### src/rtl/core/ksdp_ram.sv
// Generic synchronous RAM: one write port, two read ports, registered read data.
// No dependencies.
module ksdp_ram #(
    parameter int WIDTH = 8,
    parameter int DEPTH = 16
) (
    input  logic                     i_clk,
    input  logic                     i_we,
    input  logic [$clog2(DEPTH)-1:0] i_waddr,
    input  logic [WIDTH-1:0]         i_wdata,
    input  logic [$clog2(DEPTH)-1:0] i_raddr_a,
    input  logic [$clog2(DEPTH)-1:0] i_raddr_b,
    output logic [WIDTH-1:0]         o_rdata_a,
    output logic [WIDTH-1:0]         o_rdata_b
);

    logic [WIDTH-1:0] r_mem [DEPTH];

    always_ff @(posedge i_clk) begin
        if (i_we) begin
            r_mem[i_waddr] <= i_wdata;
        end
        o_rdata_a <= r_mem[i_raddr_a];
        o_rdata_b <= r_mem[i_raddr_b];
    end

endmodule

### config.mk
export PLATFORM = sky130hd
export DESIGN_NAME = ksdp_ram
export DESIGN_NICKNAME = d
export VERILOG_FILES = /design/src/rtl/core/ksdp_ram.sv
export SDC_FILE = /design/constraint.sdc
export NUM_CORES = 1
export LEC_CHECK = 0
export BUFFER_PORTS_ARGS = -buffer_cell sky130_fd_sc_hd__buf_2
export CORE_UTILIZATION = 30
export CTS_BUF_LIST = sky130_fd_sc_hd__clkbuf_2
export CTS_CLUSTER_DIAMETER = 40
export DETAILED_ROUTE_END_ITERATION = 6
export PLACE_DENSITY_LB_ADDON = 0.25
export SYNTH_ARGS = -nofsm -noshare
export SYNTH_HDL_FRONTEND = slang
export SYNTH_SLANG_ARGS = --single-unit
### constraint.sdc
create_clock -name i_clk -period 2.2 [get_ports i_clk]
set_clock_uncertainty 0.05 [all_clocks]
set_input_delay 0.11 -clock i_clk [delete_from_list [all_inputs] [get_ports i_clk]]
set_output_delay 0.11 -clock i_clk [all_outputs]
set_load 0.05 [all_outputs]
==> impl_metrics.ini, run 1 <==
[routing]
dr.pass1.iters = 4
vias = 3474
drt_iter0_markers = 213
wirelength_um = 15200
wl_per_cell_um = 22.4
drcViolationCount = 0
postRouteAntennaNets = 0
vias_per_cell = 5.10

[synth]
synth_compound_area_share_pct = 3.79
syn-cell-area_um2 = 6350
yosysUniqueCellTypes = 20
yosysWarnings = 0
yosysSeqAreaShare_pct = 65.6
synthXorXnorAreaFrac_pct = 0
ys_ff_latch = 144
syn_inst = 307
yosys-mux-area-fraction_pct = 24.4
synthAdderAreaFrac_pct = 0
avgSynthCellArea_um2 = 20.7
syn_nets = 329
synth_top_family_by_area = multiplexers
synthSimpleGateAreaFrac_pct = 3.43

[timing]
fmax_ghz = 0.457
setup_viol_count_final = 0
finalMaxSlewViolations = 0
finalSetupTns_ns = 0
period_share_pct = 99.4
min_period_ns = 2.19
grt_setup_unrepaired = no
timing_worst_slew_pin_value_ns = 0.526
maxSlewHeadroom_pct = 64.9
holdWs_ns = 0.124
report.final.hold_viol_count = 0

[worst_setup_path]
cp-endpoint = r_mem[2][6]
crit_path_start_kind = input port
cp-end-kind = flip-flop
crit_arrival_ns = 2.57
startpoint = i_waddr[2]
crit_fanout = 4
worstSetupPathType = in2reg
reg2reg_from = r_mem[3][0]
reg2reg_slack_ns = 0.22
required_ns = 2.58
rr_worst_depth = 4
rr_endpoint = o_rdata_a[0]

[floorplanning]
pin_count = 38
dieArea_um2 = 21700
rows = 52
core_area_um2 = 20500
initial_core_util_pct = 31.0
die_w_um = 147
die_h_um = 147

[clock_tree]
postCtsResizedCells = 0
cts_root_buf = clkbuf_2
clock-sinks = 144
clockBufferDepth = 2
cts_buffers = 17
insertion_delay_ns = 0.71
cts_tree = built
h-tree-depth = 4
clkSlewWorstSetupHoldPaths_ns = 0.18

[pwr]
peakVddDrop_mv = 0.287
leakage_uw = 0.00259
p_per_area_nw_per_um2 = 727

[global_routing]
grt_use_total_pct = 15.2
grt_pass1_wl_um = 23200
grt_pass1_vias = 3729
grt_start_max_net_pins = 33
antenna_found_initial = 0
grt_overflow = 0

[layout]
final_nets = 420
layout_commonest_cell = edfxtp_1
drive_gt1_share_pct = 31.6
final_cell_mix = edfxtp_1 (128), buf_2 (37), mux4_2 (34)
syn_to_final_growth_pct = 18.1
antenna_cells = 0

[worst_hold_path]
hp-class = in2reg

[placement]
gp_congestion = 0.728
dp_hpwl_um = 10100
port_buffers = 37

[flow_run]
cap_viol_max_count = 0

[run_status]
status = finished, final reports clean
per-stage QoR:
| stage | instances | cell area [um2] | setup WS, ns | utilization, % | total power (uW) |
|---|---|---|---|---|---|
| 2_1_floorplan | 307 | 6350 | 0.547 | - | 3540 |
| 3_3_place_gp | 622 | 6940 | 0.327 | 33.9 | 3740 |
| 3_5_place_dp | 622 | 6940 | 0.314 | 33.9 | 3740 |
| 4_1_cts | 681 | 7500 | 0.101 | 36.6 | 5510 |
| 5_1_grt | 681 | 7500 | 0.0241 | 36.6 | 5680 |
| 6_report | 681 | 7500 | 0.0131 | 36.6 | 5450 |
Yosys cell counts:
master | instances | area share (%)
nand3b_1 | 2 | 0.24
buf_4 | 2 | 0.24
mux4_1 | 28 | 12
mux4_2 | 34 | 12
nor3_1 | 4 | 0.32
nand3_1 | 1 | 0.079
buf_2 | 6 | 0.47
or3b_2 | 1 | 0.14
dfxtp_1 | 16 | 5.0
nor2_1 | 14 | 0.83
nand2b_1 | 2 | 0.20
edfxtp_1 | 128 | 61
nand2_1 | 17 | 1.0
a22oi_1 | 32 | 3.8
buf_6 | 6 | 1.1
nor2b_1 | 2 | 0.20
and2b_1 | 2 | 0.24
clkdlybuf4s25_2 | 6 | 0.95
and2_1 | 2 | 0.20
mux4_4 | 2 | 0.79
registers in the layout, indices dropped and copies added (netlist names):
register / cells
r_mem: 128
o_rdata_a: 8
o_rdata_b: 8
where the power goes:
group	leakage, uW	internal (uW)	switching (uW)	total (uW)
Combinational	0.00113	251	366	618
Clock	0.000167	835	908	1740
Sequential	0.00129	3060	34.4	3090
Total	0.00259	4140	1310	5450
logic make-up after synthesis:
group,after synthesis
flip-flops,144
multiplexers,64
AND/OR/NAND/NOR,47
AO/OA/AOI/OAI,32
buffers and inverters,20
worst min path at each step:
stage,from,endpoint,slack [ns],cells after the start
after floorplan,i_wdata[0],r_mem[0][0],0.16,0
after global placement,i_wdata[0],r_mem[6][0],0.45,1
after detailed placement,i_wdata[4],r_mem[10][4],0.46,1
after CTS,i_raddr_a[0],o_rdata_a[5],0.07,4
after global routing,i_raddr_a[0],o_rdata_a[5],0.04,4
final,i_raddr_a[0],o_rdata_a[5],0.12,4
metal layers:
| metal | global-route usage [%] | vias up | wire, um |
|---|---|---|---|
| met3 | 4.20 | 11 | 847 |
| met4 | 4.64 | 0 | 129 |
| li1 | - | 1517 | - |
| met5 | 0 | - | 0 |
| met2 | 25.3 | 88 | 7700 |
| met1 | 19.3 | 1858 | 6560 |
timing repair:
action	in CTS	in global routing
endpoints found under the hold margin	272	0
hold buffers	27	0
buffers inserted	0	0
layout make-up:
type | count | area [um2]
Clock buffer | 17 | 85.1
Clock inverter | 15 | 198
Fill cell | 1935 | 13000
Multi-Input combinational cell | 143 | 2010
Sequential cell | 144 | 4160
Tap cell | 270 | 338
Timing Repair Buffer | 92 | 703
worst max-delay path, stage by stage:
cell,delay [ns]
dlygate4sd3_1,0.53
buf_2,0.14
or3b_2,0.45
dlygate4sd3_1,0.61
nor2_1,0.15
dlygate4sd3_1,0.57
Note: power is estimated with default switching activity, not from simulation.
==> run 2: changes to the inputs <==
- ABC_AREA: unset -> 1
- CORE_MARGIN: unset -> 2
==> run 2 against run 1 <==
  * Die area up 17%
  * Wire length up 47%
  * Sequential share of layout area down 5.6 points
  * Register-to-register slack worse by 0.07 ns
  * Design area up 11%
  * Global-route usage up 2.7 points
  * Sequential cell count unchanged
  * First-iteration DRC count rose to 3.7 times the previous value
  * Critical endpoint is now o_rdata_a[5]
  * Largest cell class unchanged
==> impl_metrics.ini, run 2 <==
[layout]
final_cell_mix = nand2_1 (277), nand3_1 (222), inv_1 (129)
final_cells = 1252
regMostFlops = r_mem
final_nets = 941
syn_to_final_growth_pct = 14.8
multi_input_comb_area_um2 = 2260
drive_gt1_share_pct = 11.8
seq_area_um2 = 4160
layout_commonest_cell = nand2_1
reg.largest.list = r_mem: 128 flops, o_rdata_a: 8 flops, o_rdata_b: 8 flops
largest_register_ffs = 128
fillCellCount = 2455

[clock_tree]
clock-sinks = 144
insertion_delay_ns = 0.74
cts_buffers = 17
cts_tree = built
h-tree-depth = 4
clockBufferDepth = 2
clkSlewWorstSetupHoldPaths_ns = 0.21
cts_root_buf = clkbuf_2

[routing]
drcViolationCount = 0
dr.pass1.iters = 5
vias_per_cell = 4.74
drt_iter0_markers = 792
postRouteAntennaNets = 0
wirelength_um = 22400
vias = 5939
wl_per_cell_um = 17.9

[synth]
synth_edf_count = 128
syn_inst = 851
yosysUniqueCellTypes = 13
synthFlopType = edfxtp_1
yosysSeqAreaShare_pct = 57.4
synth_top_area_cell = edfxtp_1
synth_top_area_share_pct = 52.9
avgSynthCellArea_um2 = 8.53
syn_nets = 873
yosysWarnings = 0
synth.most_common_cell = nand2_1
netlist_top_cells_count = nand2_1 (277), nand3_1 (225), inv_1 (134), edfxtp_1 (128), buf_2 (26)
syn-cell-area_um2 = 7260
synth.area.top_cells = edfxtp_1 (53%), nand3_1 (16%), nand2_1 (14%)
ys_ff_latch = 144
async_flop_share_pct = 0

[worst_setup_path]
required_ns = 2.79
crit_path_start_kind = input port
cp_slowest_stage_delay_ns = 0.55
reg2reg_from = r_mem[14][5]
reg2reg_slack_ns = 0.15
crit_arrival_ns = 2.71
crit_path_frequent_cell = dlygate4sd3_1
path_cells = dlygate4sd3_1, buf_2, inv_2, buf_12, nand2_1, nand3_1, nand3_2, nand3_1, dlygate4sd3_1, nand2_1, dlygate4sd3_1
worstSetupPathType = in2reg
crit_slowest_cell = dlygate4sd3_1
rr_worst_depth = 8
crit_fanout = 29
rr_endpoint = o_rdata_a[5]
cp-end-kind = flip-flop

[timing]
report.final.hold_viol_count = 0
timing_worst_slew_pin_value_ns = 0.765
grt_setup_unrepaired = no
fin_ws_ns = 0.0862
finalSetupTns_ns = 0
fmax_ghz = 0.473
maxSlewHeadroom_pct = 48.8
min_period_ns = 2.11
setup_viol_count_final = 0
period_share_pct = 96.1
finalMaxSlewViolations = 0

[global_routing]
grt_use_total_pct = 17.9
grt_start_max_net_pins = 65
antenna_found_initial = 1
grt_pass1_wl_um = 34400
grt_overflow = 0
grt_pass1_vias = 5662

[flow_run]
cap_viol_max_count = 0

[floorplanning]
die_w_um = 160
die_h_um = 160
core_area_um2 = 23600
rows = 56
dieArea_um2 = 25500
pin_count = 38
initial_core_util_pct = 30.7

[pwr]
leakage_uw = 0.00373
peakVddDrop_mv = 0.293
p_per_area_nw_per_um2 = 642

[placement]
gp_congestion = 0.837
dp_hpwl_um = 14200
pre_cts_ws_ns = 0.677
port_buffers = 37
dp_cells = 1188

[worst_hold_path]
hold_end = o_rdata_b[0]
hp-class = in2reg
hold_depth = 7
timing.hold.worst.start = i_raddr_b[0]

[run_status]
status = finished, final reports clean
==> run 2: cell count changes in the layout (fill, tap and decap cells not counted), moves of 4 or more <==
cell | before | now
mux4_2 | 34 | 0
nand2_1 | 17 | 277
clkinv_4 | 0 | 5
bufinv_16 | 5 | 1
inv_2 | 0 | 8
inv_1 | 0 | 129
nand3_1 | 1 | 222
mux4_1 | 28 | 0
a22oi_1 | 32 | 0
nor3_1 | 4 | 0
==> run 2: how the worst max path moves through the flow <==
stage | start | end | slack (ns) | cells after the start
final | i_raddr_a[0] | o_rdata_a[5] | 0.09 | 11
after global routing | r_mem[8][5] | o_rdata_a[5] | 0.01 | 8
after CTS | i_raddr_a[1] | o_rdata_a[5] | 0.09 | 9
after detailed placement | i_waddr[0] | r_mem[12][4] | 0.68 | 4
after global placement | i_waddr[0] | r_mem[12][3] | 0.74 | 4
after floorplan | i_waddr[2] | r_mem[10][0] | 1.09 | 2
==> run 2: report_power, final <==
group | switching [uW] | internal [uW]
Sequential | 28.9 | 3060
Combinational | 559 | 235
Clock | 1040 | 433
Total | 1630 | 3720
==> run 2: kinds of logic after synthesis <==
logic type	Yosys count	share of synthesized area, %
AND/OR/NAND/NOR	521	30.9
buffers and inverters	186	11.7
flip-flops	144	57.4
==> run 2: critical path: cells and delay by family <==
family | cells | cell delay (ns)
buffers and inverters | 6 | 2.24
AND/OR/NAND/NOR | 5 | 0.33
==> run 2: per-layer routing <==
layer	share of wire, %	up-vias	wire, um	global-route usage, %
met4	1.9	0	431	5.33
met1	47	2805	10600	25.9
met5	0	-	0	0
met3	6.3	25	1410	3.75
met2	45	235	10000	26.9
li1	-	2874	-	-
==> run 2: final cells by class <==
| class | instances | share of cell area [%] |
|---|---|---|
| Antenna cell | 1 | 0.0300 |
| Inverter | 138 | 6.25 |
| Clock buffer | 18 | 1.08 |
| Timing Repair Buffer | 97 | 9.17 |
| Multi-Input combinational cell | 521 | 27.1 |
| Sequential cell | 144 | 50.0 |
| Clock inverter | 14 | 1.59 |
| Tap cell | 319 | 4.79 |
==> run 2: stage by stage <==
stage,instance area [um2],power (uW),utilization (%),hold slack [ns]
6_report,8330,5350,35.3,0.0710
5_1_grt,8330,5590,35.3,0.0380
4_1_cts,8320,5410,35.2,0.0119
3_5_place_dp,7780,3890,32.9,0.464
3_3_place_gp,7780,3890,32.9,0.462
2_1_floorplan,7260,3640,-,0.159
==> run 2: timing repair <==
| item | 4_1_cts | 5_1_grt |
|---|---|---|
| setup endpoints to repair | 0 | 3 |
| gates resized for setup | 0 | 11 |
| hold buffers | 32 | 0 |
| setup buffers | 0 | 1 |
| endpoints found under the hold margin | 272 | 0 |
==> run 3: changes to the inputs <==
- CORE_UTILIZATION: 30 -> 55
==> run 3 against run 2 <==
  * Maximum frequency is 3.2% lower
  * Largest cell class unchanged
  * Hold slack better by 0.17 ns
  * Sequential power hardly changed
  * Critical path depth is 2 lower
  * Via count is 4.1% higher
==> impl_metrics.ini, run 3 (synthesis gave the netlist of run 2 again) <==
[floorplanning]
dieArea_um2 = 14100
die_h_um = 119
initial_core_util_pct = 56.8
core_area_um2 = 12800
rows = 41
die_w_um = 119
pin_count = 38

[timing]
timing_worst_slew_pin_value_ns = 0.879
finalMaxSlewViolations = 0
finalSetupTns_ns = 0
fin_ws_ns = 0.0156
maxSlewHeadroom_pct = 41.2
setup_viol_count_final = 0
period_share_pct = 99.3
grt_setup_unrepaired = yes
holdWs_ns = 0.241
fmax_ghz = 0.458
report.final.hold_viol_count = 0
min_period_ns = 2.18

[global_routing]
grt_overflow = 0
antenna_found_initial = 0
grt_use_total_pct = 29.8
grt_pass1_vias = 5619
grt_pass1_wl_um = 31300
grt_start_max_net_pins = 65

[worst_setup_path]
reg2reg_slack_ns = 0.06
required_ns = 2.84
cp-end-kind = flip-flop
crit_fanout = 32
worstSetupPathType = in2reg
crit_arrival_ns = 2.83
crit_path_start_kind = input port

[routing]
wl_per_cell_um = 18.7
wirelength_um = 20500
postRouteAntennaNets = 0
drt_iter0_markers = 1154
drcViolationCount = 0
dr.pass1.iters = 6
vias_per_cell = 5.64
vias = 6181

[pwr]
leakage_uw = 0.00368
peakVddDrop_mv = 0.410
p_per_area_nw_per_um2 = 660
finalPower_uw = 5340

[placement]
pre_cts_ws_ns = 0.684
gp_congestion = 0.957
port_buffers = 37
dp_hpwl_um = 13000

[layout]
reg.largest.list = r_mem: 128 flops, o_rdata_a: 8 flops, o_rdata_b: 8 flops
syn_to_final_growth_pct = 11.6
antenna_cells = 0
layout_commonest_cell = nand2_1
regMostFlops = r_mem
final_cell_mix = nand2_1 (277), nand3_1 (223), inv_1 (132)
largest_register_ffs = 128
fillCellCount = 1055
drive_gt1_share_pct = 10.3
final_nets = 933

[clock_tree]
cts_buffers = 17
h-tree-depth = 4
clock-sinks = 144
cts_root_buf = clkbuf_2
cts_tree = built
clockBufferDepth = 2
insertion_delay_ns = 0.73
clkSlewWorstSetupHoldPaths_ns = 0.21

[run_status]
status = finished, final reports clean

[flow_run]
cap_viol_max_count = 0

[worst_hold_path]
hp-class = in2reg
## run 3: cell types whose count changed in the layout (fill, tap and decap cells not counted), sizes merged
cell	change
bufinv	+1
clkinvlp	+1
clkinv	-2
inv	+1
dlygate4sd3	+1
diode	-1
clkbuf	-1
buf	-9
## run 3: final timing paths
kind | startpoint | endpoint | cells past startpoint
hold reg to reg | r_mem[3][2] | o_rdata_b[2] | 6
setup reg to reg | r_mem[15][0] | o_rdata_a[0] | 8
hold / removal | i_raddr_b[3] | o_rdata_b[4] | 4
setup / recovery | i_raddr_a[1] | o_rdata_a[0] | 9
## run 3: per-stage QoR
stage,utilization [%],cell area [um2],std cells
floorplan,-,7260,851
global placement,58.7,7490,1026
detailed placement,58.7,7490,1026
CTS,62.9,8040,1090
global route,63.4,8100,1096
finish,63.4,8100,1096
## run 3: layer usage
metal	share of wire [%]	up-vias	track usage [%]
met5	0	-	0
met4	4.3	0	14.1
met3	9.5	65	4.69
met2	45	416	46.3
met1	41	2839	41.1
li1	-	2861	-
## run 3: power breakdown
group | total [uW] | leakage [uW] | switching, uW | internal, uW
Combinational | 804 | 0.00224 | 566 | 238
Clock | 1460 | 0.000147 | 938 | 518
Sequential | 3090 | 0.00129 | 29.9 | 3060
Total | 5340 | 0.00368 | 1530 | 3810
## run 3: worst max-delay path, cell delays in order
cell           delay, ns
dlygate4sd3_1       0.53
buf_2               0.13
inv_2               0.49
nand3_1             0.16
nand3_1             0.15
nand3_1             0.08
dlygate4sd3_1       0.57
nand2_1             0.06
dlygate4sd3_1       0.54
## run 3: area by class of cell
type                       count  area, um2  area share [%]
clock buffer                  17       85.1            1.05
multi-input combinational    521       2250            27.8
inverter                     138        528            6.52
timing repair buffer          89        716            8.84
sequential                   144       4160            51.4
tap                          172        215            2.66
clock inverter                15        138            1.70
## run 3: timing repair
action | CTS | global route
gates resized for setup | 0 | 6
setup buffers | 0 | 7
hold buffers | 32 | 0
setup endpoints to repair | 0 | 3
hold endpoints to repair | 272 | 0
